<file path="src/rtl/tcw_pkg.sv">
// Shared types, constants and the color table of the text console writer.
`timescale 1ns / 1ps
package tcw_pkg;

  localparam int CHAR_W = 8;
  localparam int ATTR_W = 4;
  localparam int ROW_W  = 5;
  localparam int COL_W  = 7;
  localparam int POS_W  = 11;
  localparam int CELL_W = CHAR_W + ATTR_W;

  localparam logic              OP_PUT       = 1'b0;
  localparam logic              OP_READ      = 1'b1;
  localparam logic [CHAR_W-1:0] NEWLINE_CHAR = 8'h0A;
  localparam logic [CHAR_W-1:0] BLANK_CHAR   = 8'h20;
  localparam logic [ATTR_W-1:0] WHITE_ATTR   = 4'hF;
  localparam logic [CELL_W-1:0] BLANK_CELL   = {BLANK_CHAR, WHITE_ATTR};

  typedef struct packed {
    logic              opcode;
    logic [CHAR_W-1:0] char_code;
    logic [3:0]        color_type;
    logic [ROW_W-1:0]  cell_row;
    logic [COL_W-1:0]  cell_col;
  } in_t;

  typedef struct packed {
    logic [POS_W-1:0]  cursor_pos;
    logic [CHAR_W-1:0] cell_char;
    logic [ATTR_W-1:0] cell_attr;
    logic              scrolled;
  } out_t;

  // classified request kinds handed from front to back
  typedef enum logic [1:0] {
    K_NEWLINE = 2'd0,
    K_CHAR    = 2'd1,
    K_READ    = 2'd2,
    K_NONE    = 2'd3   // read outside the screen
  } kind_t;

  typedef struct packed {
    kind_t             kind;
    logic [CHAR_W-1:0] char_code;
    logic [ATTR_W-1:0] attr;
    logic [ROW_W-1:0]  cell_row;
    logic [COL_W-1:0]  cell_col;
  } cmd_t;

  function automatic logic [ATTR_W-1:0] attr_of(input logic [3:0] color_type);
    logic [ATTR_W-1:0] a;
    case (color_type)
      4'd0:    a = 4'h F;
      4'd1:    a = 4'h4;
      4'd2:    a = 4'hE;
      4'd3:    a = 4'h1;
      4'd4:    a = 4'h2;
      4'd5:    a = 4'h3;
      4'd6:    a = 4'h5;
      4'd7:    a = 4'h6;
      4'd8:    a = 4'h7;
      4'd9:    a = 4'h8;
      4'd10:   a = 4'h9;
      4'd11:   a = 4'hA;
      4'd12:   a = 4'hB;
      4'd13:   a = 4'hC;
      4'd14:   a = 4'hD;
      default: a = WHITE_ATTR;
    endcase
    return a;
  endfunction

endpackage

</file>
<file path="src/rtl/tcw_queue.sv">
// Two-entry queue of classified requests between front and back.
`timescale 1ns / 1ps
module tcw_queue (
  input  logic          clk,
  input  logic          rst,
  input  logic          push_valid,
  output logic          push_full,
  input  tcw_pkg::cmd_t push_data,
  output logic          pop_valid,
  input  logic          pop,
  output tcw_pkg::cmd_t pop_data
);
  import tcw_pkg::*;

  cmd_t       slots [2];
  logic       wr_ptr;
  logic       rd_ptr;
  logic [1:0] count;
  logic       do_push;
  logic       do_pop;

  assign push_full = (count == 2'd2);
  assign pop_valid = (count != 2'd0);
  assign pop_data  = slots[rd_ptr];
  assign do_push   = push_valid && !push_full;
  assign do_pop    = pop && pop_valid;

  always_ff @(posedge clk) begin
    if (rst) begin
      wr_ptr <= 1'b0;
      rd_ptr <= 1'b0;
      count  <= 2'd0;
    end else begin
      if (do_push) begin
        wr_ptr <= ~wr_ptr;
      end
      if (do_pop) begin
        rd_ptr <= ~rd_ptr;
      end
      if (do_push && !do_pop) begin
        count <= count + 2'd1;
      end else if (do_pop && !do_push) begin
        count <= count - 2'd1;
      end
    end
  end

  always_ff @(posedge clk) begin
    if (do_push) begin
      slots[wr_ptr] <= push_data;
    end
  end

endmodule

</file>
<file path="config.mk">
export PLATFORM = sky130hd
export DESIGN_NAME = tcw_queue
export DESIGN_NICKNAME = d
export VERILOG_FILES = /design/src/rtl/tcw_pkg.sv /design/src/rtl/tcw_queue.sv
export SDC_FILE = /design/constraint.sdc
export NUM_CORES = 1
export LEC_CHECK = 0
export BUFFER_PORTS_ARGS = -buffer_cell sky130_fd_sc_hd__buf_2
export CORE_ASPECT_RATIO = 1.5
export CORE_UTILIZATION = 51
export CTS_CLUSTER_DIAMETER = 30
export CTS_CLUSTER_SIZE = 16
export DETAILED_ROUTE_END_ITERATION = 10
export MAX_ROUTING_LAYER = met4
export PLACE_DENSITY_LB_ADDON = 0.08
export SLEW_MARGIN = 25
export SYNTH_ARGS = -nofsm -noshare
export SYNTH_HDL_FRONTEND = slang
export SYNTH_SLANG_ARGS = --single-unit
</file>
<file path="constraint.sdc">
create_clock -name clk -period 2.2 [get_ports clk]
set_input_delay 0.11 -clock clk [delete_from_list [all_inputs] [get_ports clk]]
set_output_delay 0.11 -clock clk [all_outputs]
set_load 0.03 [all_outputs]
</file>
# Yosys cells after proc, flatten, opt, wreduce, memory -nomap -nowiden
# Memory sizes are Yosys's and may differ from the RTL's. A register that Yosys moved wholly into a read port is not among the register bits.
# Index checks and enable logic that the tools add are counted.
[word_totals] in_bits=30 out_inout_bits=28 word_cells=24 ram_bits=52 register_bits=4 mem_count=1
[memory_table] memory="slots" depth=2 word_bits=26 rd=1 rd_clocked_by_memory_dff=1 wr=1 line="tcw_queue.sv:15" source="cmd_t slots [2];"
[classes] n_addsub=2 n_reduce_logical=9 n_bitwise=2 mux=6 eq_ne=1
[op_table] operator="1-bit logical AND" count=4
[op_table] operator="1-bit two-way mux" count=4
[op_table] operator="2-bit two-way mux" count=2
[op_table] operator="2-bit nonzero test" count=2
[op_table] operator="1-bit zero test" count=3
[op_table] operator="2-bit by 1-bit adder with 2-bit output, second input constant" count=1
[op_table] operator="2-bit == test, second input constant" count=1
[op_table] operator="1-bit inverter" count=2
[op_table] operator="2-bit by 1-bit subtractor with 2-bit output, second input constant" count=1

# Depth between registers and ports, before layout
[depth] depth_word=7 depth_mapped=6

# Worst setup path before layout
# Ideal clock, no wire load.
[synth_timing] path_kind="reg2reg" start="reg count[1]" end="mem slots[0][0] in the netlist's numbering, enable pin" t_arrival_ns=1.394 synth_period_minus_slack_ns=1.774 path_slack_ns=0.426 stages_incl_launch_ff=4 t_required_ns=1.819 setup_ns=0.381 cell_sequence="dfxtp_1 nor2b_2 or3_1 inv_1"
[synth_between] elab_chain_cells=5
[synth_rtl] element="start: declaration" line="tcw_queue.sv:18" source="logic [1:0] count;"
[synth_rtl] element="start signal: assignment" line="tcw_queue.sv:41" source="count <= count + 2'd1;"
[synth_rtl] element="start signal: assignment" line="tcw_queue.sv:43" source="count <= count - 2'd1;"
[synth_rtl] element="2-bit == test" line="tcw_queue.sv:22" source="assign push_full = (count == 2'd2);"
[synth_rtl] element="net push_full" line="tcw_queue.sv:7" source="output logic push_full,"
[synth_rtl] element="1-bit zero test" line="tcw_queue.sv:25" source="assign do_push = push_valid && !push_full;"
[synth_rtl] element="1-bit logical AND" line="tcw_queue.sv:25"
[synth_rtl] element="1-bit two-way mux" line="tcw_queue.sv:49" source="if (do_push) begin"
[synth_rtl] element="1-bit two-way mux (not written as such)" line="tcw_queue.sv:50" source="slots[wr_ptr] <= push_data;"
[synth_rtl] element="end: declaration" line="tcw_queue.sv:15"
# The timed path passes the listed nets, and every way through them passes these cells.

==> flow_summary.json <==
{
  "postSynthRegisterBits": 57,
  "place.port_buffers": 57,
  "area_growth_pct": 40.67,
  "max_slew_margin": 0.7330,
  "aggregate_global_route_resource_usage": 0.1841,
  "synth_ff_type": "edfxtp_1",
  "globalRouteOverflowTotal": 0,
  "design.final.nets": 232,
  "regToRegSetupSlack_ns": 0.59,
  "worst_pin_slew_ns": 0.4005,
  "antenna_left": 0,
  "grt_setup_unrepaired": "false",
  "power.total_uw": 3514,
  "number_of_global_route_vias_before_repair": 1168,
  "clock_skew_ns": 0.002775,
  "post-route-period-util": 0.8325,
  "ys_top_cells_by_area": "edfxtp_1, mux2_2, dfxtp_1, xor2_1, o21ai_0",
  "postCtsSetupBuffers": 0,
  "post_cts.resized_instances": 0,
  "drt_pre_antenna_iters": 4,
  "clk_pin_slew_worst_paths_ns": 0.06,
  "num_rows": 28,
  "crit_path_cell_trace": "buf_4 -> mux2_2 -> buf_2",
  "timing_worst_setup_path_type": "reg2out",
  "globalplace.congestion": 0.6541,
  "first_iter_violations": 10,
  "fin_setup_tns_ns": 0,
  "global_route_wire_length_before_repair_um": 5092,
  "end_kind": "primary output",
  "cellPowerDensity_nw_per_um2": 1194,
  "netlist_instances": 106,
  "critPathMaxStageDelay_ns": 0.49,
  "fp.dieH_um": 80.44,
  "critical-path-slowest-cell": "dfxtp_1",
  "p_leak_uw": 0.001158,
  "worstHoldPathType": "in2reg",
  "critical_path_rt_ns": 2.09,
  "synth-warning-count": 0,
  "ios": 58,
  "data_arrival_time_at_the_worst_slack_endpoint_ns": 1.72,
  "route.detailed.wl_per_inst_um": 13.76,
  "cts-htree-levels": 3,
  "core_area_um2": 3924,
  "power.ir.vdd_worst_v": 0.0009353,
  "holdBufCountCts": 27,
  "dp.final_hpwl_um": 2189,
  "syn_area_per_cell_um2": 19.74,
  "ff2ff_path_depth": 4,
  "cap_viol_max_count": 0,
  "status": "completed",
  "worst_hold_startpoint": "push_valid",
  "detailed_place.area_um2": 2464,
  "buffer_cell_driving_the_clock_tree_root": "clkbuf_8",
  "postLayoutSetupSlackWorst_ns": 0.3685,
  "dieWidth_um": 54.30,
  "initial_antenna_violation_count": 0,
  "hold_viol_final": 0,
  "max-clock-path-buffers": 2,
  "setup_viol_count_final": 0,
  "worst_r2r_endpoint": "slots[0][12]$_DFFE_PP_",
  "synth_enable_flop_cells": 52,
  "tritoncts_clock_tree": "built",
  "detail_route.wirelength_um": 3453,
  "whs_endpoint": "wr_ptr$_SDFFE_PP0N_",
  "synth.top_cells.by_count": "edfxtp_1, mux2_2, dfxtp_1",
  "holdPathStages": 4,
  "die-area_um2": 4367,
  "postSynth.asyncResetShare": 0,
  "synth_nets": 137,
  "layout_min_cycle_time_ns": 1.832,
  "drive_above_1_share": 0.5049,
  "maxSlewViolCount": 0,
  "post-route-drc-count": 0,
  "placement.setup.worst_slack_ns": 0.5876,
  "synth.cell_area_um2": 2092,
  "diodes": 0,
  "layout.cell_area.non_filler_um2": 2943,
  "cp_max_fo": 20,
  "whs_ns": 0.1865,
  "cts_buffers": 9,
  "num_vias": 1202,
  "yosys.area.top_type_share": 0.7464,
  "synth-seq-area-share": 0.7943,
  "maxClockFrequency_ghz": 0.5460,
  "initial_utilization": 0.5332,
  "grt_max_degree": 21,
  "worstSetupStartpointType": "register",
  "synthDistinctLibCells": 15,
  "post-synth-top-count-cell": "edfxtp_1",
  "regToRegStartpoint": "count[1]$_SDFFE_PP0P_",
  "clock_latency_ns": 0.32,
  "post_drt_via_cell_ratio": 4.789,
  "cell_taking_the_most_area_after_synthesis": "edfxtp_1",
  "numClockSinks": 57
}
==> how the worst max path moves through the flow <==
stage | from | end | slack [ns] | depth (start not counted)
after floorplan | count[1]$_SDFFE_PP0P_ | slots[0][0]$_DFFE_PP_ | 0.43 | 3
after global placement | count[1]$_SDFFE_PP0P_ | slots[0][0]$_DFFE_PP_ | 0.64 | 4
after detailed placement | count[1]$_SDFFE_PP0P_ | slots[0][3]$_DFFE_PP_ | 0.59 | 4
after CTS | register | pop_data[10] | 0.32 | 3
after global routing | register | pop_data[10] | 0.25 | 3
final | register | pop_data[4] | 0.37 | 3
==> cell usage in the layout, fill, tap and decap left out, drive strengths merged <==
cell | netlist | layout
dlygate4sd3 | 0 | 27
bufinv | 0 | 2
and2 | 1 | 1
a21oi | 2 | 2
nor2b | 1 | 1
or3 | 2 | 2
edfxtp | 52 | 52
dfxtp | 5 | 5
or2 | 1 | 1
buf | 3 | 60
nor2 | 4 | 4
o21ai | 3 | 3
inv | 2 | 2
xor2 | 3 | 3
mux2 | 26 | 26
ha | 1 | 1
clkinv | 0 | 5
clkbuf | 0 | 9
==> flip-flops by register name, summed over array words and instances, names as in the netlist, named ones only <==
name,flops
wr_ptr,1
slots,52
count,2
rd_ptr,1
==> metrics by stage <==
stage | util | instances
after global routing | 0.7500 | 251
final | 0.7500 | 251
after detailed placement | 0.6279 | 208
after floorplan | - | 106
after CTS | 0.7500 | 251
after global placement | 0.6279 | 208
==> per-layer routing <==
layer | track usage | up-vias | wire length [um]
li1 | - | 595 | -
met1 | 0.1802 | 559 | 1300
met2 | 0.3049 | 41 | 1919
met3 | 0.07576 | 7 | 188
met4 | 0.08462 | 0 | 44
met5 | - | - | 0
==> critical path: cells and delay by family, from the launching register on <==
kind     cells  cell delay [ns]
buf+inv      2             0.52
flops        1             0.49
mux          1             0.37
==> final cells by class <==
class | count | area, um2
flip-flops and latches | 57 | 1662
clock buffers | 9 | 123.9
well taps | 45 | 56.30
inverters | 2 | 7.507
repair buffers | 87 | 603.1
multi-input cells | 44 | 405.4
clock inverters | 7 | 85.08
fillers | 265 | 980.9
==> report_power, final <==
group          total, uW  switching (uW)  internal (uW)
sequential          1430            64.2           1370
clock               1000             375            626
combinational       1080             662            421
==> logic make-up after synthesis <==
kind of cell,Yosys count,share of synthesized area
fa+ha+maj,1,0.005980
xor+xnor,3,0.01256
buf+inv,5,0.01196
compound gates,5,0.01196
simple gates,9,0.02333
mux,26,0.1400
flops,57,0.7943
Note: power is estimated with default switching activity, not from simulation.
