**src/rtl/tcw_pkg.sv**
```systemverilog
// Shared types, constants and the color table of the text console writer.
`timescale 1ns / 1ps
package tcw_pkg;

  localparam int CHAR_W = 8;
  localparam int ATTR_W = 4;
  localparam int ROW_W  = 5;
  localparam int COL_W  = 7;
  localparam int POS_W  = 11;
  localparam int CELL_W = CHAR_W + ATTR_W;

  localparam logic              OP_PUT       = 1'b0;
  localparam logic              OP_READ      = 1'b1;
  localparam logic [CHAR_W-1:0] NEWLINE_CHAR = 8'h0A;
  localparam logic [CHAR_W-1:0] BLANK_CHAR   = 8'h20;
  localparam logic [ATTR_W-1:0] WHITE_ATTR   = 4'hF;
  localparam logic [CELL_W-1:0] BLANK_CELL   = {BLANK_CHAR, WHITE_ATTR};

  typedef struct packed {
    logic              opcode;
    logic [CHAR_W-1:0] char_code;
    logic [3:0]        color_type;
    logic [ROW_W-1:0]  cell_row;
    logic [COL_W-1:0]  cell_col;
  } in_t;

  typedef struct packed {
    logic [POS_W-1:0]  cursor_pos;
    logic [CHAR_W-1:0] cell_char;
    logic [ATTR_W-1:0] cell_attr;
    logic              scrolled;
  } out_t;

  // classified request kinds handed from front to back
  typedef enum logic [1:0] {
    K_NEWLINE = 2'd0,
    K_CHAR    = 2'd1,
    K_READ    = 2'd2,
    K_NONE    = 2'd3   // read outside the screen
  } kind_t;

  typedef struct packed {
    kind_t             kind;
    logic [CHAR_W-1:0] char_code;
    logic [ATTR_W-1:0] attr;
    logic [ROW_W-1:0]  cell_row;
    logic [COL_W-1:0]  cell_col;
  } cmd_t;

  function automatic logic [ATTR_W-1:0] attr_of(input logic [3:0] color_type);
    logic [ATTR_W-1:0] a;
    case (color_type)
      4'd0:    a = 4'h F;
      4'd1:    a = 4'h4;
      4'd2:    a = 4'hE;
      4'd3:    a = 4'h1;
      4'd4:    a = 4'h2;
      4'd5:    a = 4'h3;
      4'd6:    a = 4'h5;
      4'd7:    a = 4'h6;
      4'd8:    a = 4'h7;
      4'd9:    a = 4'h8;
      4'd10:   a = 4'h9;
      4'd11:   a = 4'hA;
      4'd12:   a = 4'hB;
      4'd13:   a = 4'hC;
      4'd14:   a = 4'hD;
      default: a = WHITE_ATTR;
    endcase
    return a;
  endfunction

endpackage

```
**src/rtl/tcw_front.sv**
```systemverilog
// Front end: takes requests, classifies them and looks up the attribute.
`timescale 1ns / 1ps
module tcw_front #(
  parameter int COLUMNS = 80,
  parameter int ROWS    = 25
) (
  input  logic         clk,
  input  logic         rst,
  input  logic         clearing,
  input  logic         cmd_valid,
  output logic         cmd_stall,
  input  tcw_pkg::in_t cmd,
  output logic         push_valid,
  input  logic         push_full,
  output tcw_pkg::cmd_t push_data
);
  import tcw_pkg::*;

  logic fr_valid;
  cmd_t fr_cmd;
  cmd_t cls;

  always_comb begin
    cls.char_code = cmd.char_code;
    cls.attr      = attr_of(cmd.color_type);
    cls.cell_row  = cmd.cell_row;
    cls.cell_col  = cmd.cell_col;
    if (cmd.opcode == OP_PUT) begin
      cls.kind = (cmd.char_code == NEWLINE_CHAR) ? K_NEWLINE : K_CHAR;
    end else if ((cmd.cell_row >= ROWS) || (cmd.cell_col >= COLUMNS)) begin
      cls.kind = K_NONE;
    end else begin
      cls.kind = K_READ;
    end
  end

  assign cmd_stall  = clearing || (fr_valid && push_full);
  assign push_valid = fr_valid;
  assign push_data  = fr_cmd;

  always_ff @(posedge clk) begin
    if (rst) begin
      fr_valid <= 1'b0;
    end else if (cmd_valid && !cmd_stall) begin
      fr_valid <= 1'b1;
    end else if (fr_valid && !push_full) begin
      fr_valid <= 1'b0;
    end
  end

  always_ff @(posedge clk) begin
    if (cmd_valid && !cmd_stall) begin
      fr_cmd <= cls;
    end
  end

endmodule

```
**config.mk**
```make
export PLATFORM = sky130hd
export DESIGN_NAME = tcw_front
export DESIGN_NICKNAME = d
export VERILOG_FILES = /design/src/rtl/tcw_pkg.sv /design/src/rtl/tcw_front.sv
export SDC_FILE = /design/constraint.sdc
export NUM_CORES = 1
export LEC_CHECK = 0
export BUFFER_PORTS_ARGS = -buffer_cell sky130_fd_sc_hd__buf_2
export CAP_MARGIN = 10
export CORE_MARGIN = 5
export CORE_UTILIZATION = 43
export CTS_CLUSTER_DIAMETER = 50
export DETAILED_ROUTE_END_ITERATION = 8
export GPL_ROUTABILITY_DRIVEN = 0
export GPL_TIMING_DRIVEN = 0
export PLACE_DENSITY = 0.82
export SLEW_MARGIN = 10
export SYNTH_ARGS = -nofsm -noshare
export SYNTH_HDL_FRONTEND = slang
export SYNTH_SLANG_ARGS = --single-unit
```
**constraint.sdc**
```tcl
create_clock -name clk -period 2.55 [get_ports clk]
set_input_delay 0.255 -clock clk [delete_from_list [all_inputs] [get_ports clk]]
set_output_delay 0.255 -clock clk [all_outputs]
set_load 0.005 [all_outputs]
```
== Yosys cells after proc, flatten, opt, wreduce, memory -nomap -nowiden ==
Memory sizes are Yosys's and may differ from the RTL's. A register that Yosys moved wholly into a read port is not among the register bits.
Index checks and enable logic that the tools add are counted.

* Flip-flop bits (word level): 23
* Latch bits: 0
* Memory bits (writable): 0
* Bits in read-only memories: 64
* Logic and storage cells: 22
* Memories: 1

* $add $sub $neg: 0
* $mul: 0
* Divide/modulo/power cells: 0
* $lt $le $gt $ge: 2
* Equal/unequal tests: 1
* Shift-type cells: 0
* Multiplexer cells: 5
* Bitwise operators: 0
* Reduce and logical (&&, ||, !) cells: 8

{| class="wikitable"
|+ Memory list
! name !! depth !! width !! rd ports !! clocked after memory_dff !! wr ports !! line !! text
|-
| (name not given) || 16 || 4 || 1 || 1 || 0 || tcw_pkg.sv:52 || <nowiki>case (color_type)</nowiki>
|}

{| class="wikitable"
|+ Operators by type and width
! kind !! count
|-
| == test 8 x 4 -> 1 bit, second input constant || 1
|-
| greater-or-equal comparator 7 bit, second input constant || 1
|-
| greater-or-equal comparator 5 bit, second input constant || 1
|-
| 2-to-1 mux 1 bit || 4
|-
| logical AND 1 bit || 3
|-
| zero test 1 bit || 2
|-
| logical OR 1 bit || 2
|-
| 2-to-1 mux 2 bit || 1
|-
| nonzero test 2 bit || 1
|}

== Logic depth before layout (Yosys ltp) ==
* Depth after elaboration: 5
* Depth in mapped cells: 6
* Gate-level depth less buffers: 6

== Least setup slack after synthesis ==
OpenSTA, ideal clock, no wires.

* Kind: register to register
* Start: reg fr_valid (netlist: push_valid)
* End: reg fr_cmd (netlist bit push_data[0]) (enable)
* Setup time: 0.409 ns
* Data arrival time: 1.575 ns
* Path slack: 0.567 ns
* Cell stages (with the launch flop): 4
* Buffers on the path: 0
* Path through: dfxtp_1 -> nand2_1 -> nand2b_1 -> nor2_1

* Word-level cells in the longest chain between the ends: 4

{| class="wikitable"
|+ Ends and longest elaborated chain
! item !! line !! text
|-
| from (decl) || tcw_front.sv:19 || <nowiki>logic fr_valid;</nowiki>
|-
| from (signal assigned) || tcw_front.sv:43 || <nowiki>fr_valid <= 1'b0;</nowiki>
|-
| from (signal assigned) || tcw_front.sv:45 || <nowiki>fr_valid <= 1'b1;</nowiki>
|-
| from (signal assigned) || tcw_front.sv:47 || <nowiki>fr_valid <= 1'b0;</nowiki>
|-
| logical AND 1 bit || tcw_front.sv:37 || <nowiki>assign cmd_stall = clearing || (fr_valid && push_full);</nowiki>
|-
| logical OR 1 bit || tcw_front.sv:37 ||
|-
| net cmd_stall || tcw_front.sv:11 || <nowiki>output logic cmd_stall,</nowiki>
|-
| zero test 1 bit || tcw_front.sv:52 || <nowiki>if (cmd_valid && !cmd_stall) begin</nowiki>
|-
| logical AND 1 bit || tcw_front.sv:52 ||
|-
| to (signal assigned) || tcw_front.sv:53 || <nowiki>fr_cmd <= cls;</nowiki>
|-
| to (decl) || tcw_front.sv:20 || <nowiki>cmd_t fr_cmd;</nowiki>
|}

The timed path passes the listed nets, and every way through them passes these cells.
A chain may end at the register's enable or synchronous reset.

== Worst setup path after layout ==
* Start: reg fr_valid (netlist: push_valid)
* End: reg fr_cmd (netlist bit push_data[18]) (enable)

* Word-level cells in the longest chain between the ends: 4

{| class="wikitable"
|+ Ends and longest elaborated chain
! item !! line
|-
| logical AND 1 bit || tcw_front.sv:37
|-
| logical OR 1 bit || tcw_front.sv:37
|-
| zero test 1 bit || tcw_front.sv:52
|-
| logical AND 1 bit || tcw_front.sv:52
|}

No other way between the ends.

==> flow_metrics.env <==
export IMPL_slowest_stage="nor2_2"
export IMPL_fp_dieW_um=60.2
export IMPL_cts_root_buf="clkbuf_4"
export IMPL_slew_viol_final=0
export IMPL_synth_top_area_share_pct=72.1
export IMPL_drc=0
export IMPL_drtPass1Iterations=3
export IMPL_stdcell_area_um2=1450
export IMPL_multi_input_area_um2=258
export IMPL_pre_cts_ws_ns=1.01
export IMPL_n_fill_cell=204
export IMPL_ys_seq_area_share_pct=73.9
export IMPL_gr_usage_met2_pct=23.5
export IMPL_final_util_pct=58.9
export IMPL_synth_cell_types=21
export IMPL_cts_tree="built"
export IMPL_drt_initial_drc_count=19
export IMPL_dieArea_um2=3620
export IMPL_whs_ns=0.0888
export IMPL_clock_skew_final_ns=0.00138
export IMPL_end_kind="register"
export IMPL_tightest_slew_ns=0.509
export IMPL_path_cells="nand2_1, nand2b_1, nor2_2, buf_8"
export IMPL_grt_max_degree=19
export IMPL_drtAntennaViolNets=0
export IMPL_final_nets=167
export IMPL_r2r_slack_ns=1.11
export IMPL_min_path_type="in -> reg"
export IMPL_synth_area_um2=1080
export IMPL_synth_avg_cell_area_um2=16.2
export IMPL_synth_ff_type="edfxtp_1"
export IMPL_final_setup_viol_count=0
export IMPL_ff_latch_area_um2=801
export IMPL_grt_use_total_pct=12.1
export IMPL_power_density_nw_per_um2=539
export IMPL_vias_per_cell=4.80
export IMPL_yosysTopAreaCell="edfxtp_1"
export IMPL_ys_warn_count=0
export IMPL_grt_use_met3_pct=2.16
export IMPL_synth_edf_count=26
export IMPL_cp_arrival_ns=1.47
export IMPL_drive_gt1_share_pct=50.8
export IMPL_worst_setup_path_start_kind="register"
export IMPL_p_leak_nw=0.637
export IMPL_post_cts_buffers=0
export IMPL_cts_sinks=27
export IMPL_finalWirelength_um=2160
export IMPL_finalHoldViolCount=0
export IMPL_cp_max_fo=18
export IMPL_cts_made_buffers=3
export IMPL_layout_setup_ws_ns=1.11
export IMPL_rsz0062_at_grt="false"
export IMPL_cts_resized=0
export IMPL_min_path_cells=2
export IMPL_clk_latency_ns=0.31
export IMPL_crit_required_ns=2.58
export IMPL_critPathKind="reg -> reg"
export IMPL_tns_ns=0
export IMPL_relSlewSlack_pct=66.0
export IMPL_grt_pass1_wl_um=3170
export IMPL_worstReg2RegEnd="push_data[18]"
export IMPL_synth_area_leaders="edfxtp_1 72%, ha_1 9.2%, o21ai_0 2.3%, dfxtp_1 1.8%, inv_1 1.7%"
export IMPL_status="completed"
export IMPL_cts_buffer_depth=2
export IMPL_pin_count=58
export IMPL_vias=758
export IMPL_path_clk_slew_ns=0.13
export IMPL_ir_drop_uv=287
export IMPL_hpwl_um=1800
export IMPL_cp_depth=4
export IMPL_fmax_ghz=0.695
export IMPL_ff2ff_path_depth=4
export IMPL_synthArstFlopShare_pct=0
export IMPL_initial_utilization_pct=44.1
export IMPL_final_min_clock_period_ns=1.44
export IMPL_grt_pass1_vias=738
export IMPL_r2r_start="push_valid"
export IMPL_core_area_um2=2450
export IMPL_syn2layout_area_growth_pct=33.4
export IMPL_synth_most_common_cell="edfxtp_1"
export IMPL_wl_per_cell_um=13.6
export IMPL_port_buffers=56
export IMPL_place_area_um2=1420
export IMPL_crit_buf_inv=1
export IMPL_crit_family="simple AND/OR/NAND/NOR gates"
export IMPL_yosys_register_bits=27
export IMPL_die_y_um=60.2
export IMPL_cap_violations=0
export IMPL_num_antenna_cells=0
export IMPL_fp_row_count=18
export IMPL_met1_usage_pct=12.3
export IMPL_fin_crit_sh_pct=56.4
export IMPL_hold_buffers=0
export IMPL_grt_antenna_before_repair=0
export IMPL_htreeDepth=1
export IMPL_slowest_delay_ns=0.41
export IMPL_syn_num_nets=105
export IMPL_synthTopCellsByCount="26 x edfxtp_1, 8 x ha_1, 5 x inv_1, 5 x o21ai_0"
export IMPL_syn_inst=67
export IMPL_overflow=0
export IMPL_hold_path_startpoint="rst"
export IMPL_min_delay_worst_endpoint="push_valid"
export IMPL_busiest_layer="met2"
-- state kept, by name (all words and copies together), names as in the netlist --
signal,cells
push_data,26
push_valid,1
-- cells in the final DEF (no fill, tap or decap), drive strengths merged --
| cell | instances |
|---|---|
| buf | 58 |
| edfxtp | 26 |
| ha | 8 |
| inv | 6 |
| o21ai | 6 |
| clkbuf | 4 |
| nand2 | 3 |
| nor2 | 3 |
| nand2b | 2 |
| a21oi | 2 |
| o311ai | 1 |
| nor4b | 1 |
| nor3 | 1 |
| and4b | 1 |
| a31oi | 1 |
| a211oi | 1 |
| mux2 | 1 |
| o211ai | 1 |
| o31ai | 1 |
| dfxtp | 1 |
-- cell families (layout without fill, tap and decap cells) --
logic type      after synthesis  after routing  synth area share, %
simple gates                 11             11                 5.43
compound gates               13             13                 7.51
mux                           1              1                 1.39
flops                        27             27                 73.9
fa+ha+maj                     8              8                 9.24
buf+inv                       7             68                 2.54
-- worst register-to-register path: stages, from the launching register on --
cell	delay [ns]
dfxtp_1	0.34
nand2_1	0.08
nand2b_1	0.09
nor2_2	0.41
buf_8	0.25
-- metal layers --
| metal | vias to the layer above | part of all wire [%] | routed length (µm) |
|---|---|---|---|
| met4 | 0 | 0.60 | 13 |
| li1 | 368 | - | - |
| met5 | - | 0 | 0 |
| met3 | 2 | 12 | 264 |
| met2 | 33 | 54 | 1170 |
| met1 | 355 | 33 | 706 |
-- final cells by class --
| type | instances | share of cell area (%) |
|---|---|---|
| inverter | 6 | 1.56 |
| tap | 30 | 2.60 |
| clock buffer | 4 | 1.82 |
| sequential | 27 | 55.4 |
| buffer | 1 | 0.346 |
| timing repair buffer | 57 | 20.4 |
| multi-input combinational | 33 | 17.8 |
-- power by group --
| part | internal (W) | leakage (nW) | switching, W | total (W) |
|---|---|---|---|---|
| clock | 0.0000610 | 0.0150 | 0.000111 | 0.000172 |
| sequential | 0.000510 | 0.251 | 0.00000428 | 0.000514 |
| combinational | 0.0000442 | 0.371 | 0.0000478 | 0.0000921 |
-- per-stage QoR --
step,cells,total power (W)
6_report,158,0.000778
5_1_grt,158,0.000817
4_1_cts,158,0.000786
3_5_place_dp,154,0.000618
3_3_place_gp,153,0.000610
2_1_floorplan,67,0.000561
-- worst max path at each step --
| stage | end | slack [ns] | start |
|---|---|---|---|
| final | push_data[18] | 1.11 | push_valid |
| after global routing | push_data[18] | 1.01 | push_valid |
| after CTS | push_data[20] | 1.09 | push_valid |
| after detailed placement | push_data[13] | 1.01 | cmd[12] |
| after global placement | push_data[20] | 0.19 | clearing |
| after floorplan | push_data[0] | 0.57 | push_valid |
(Power assumes the default switching activity.)
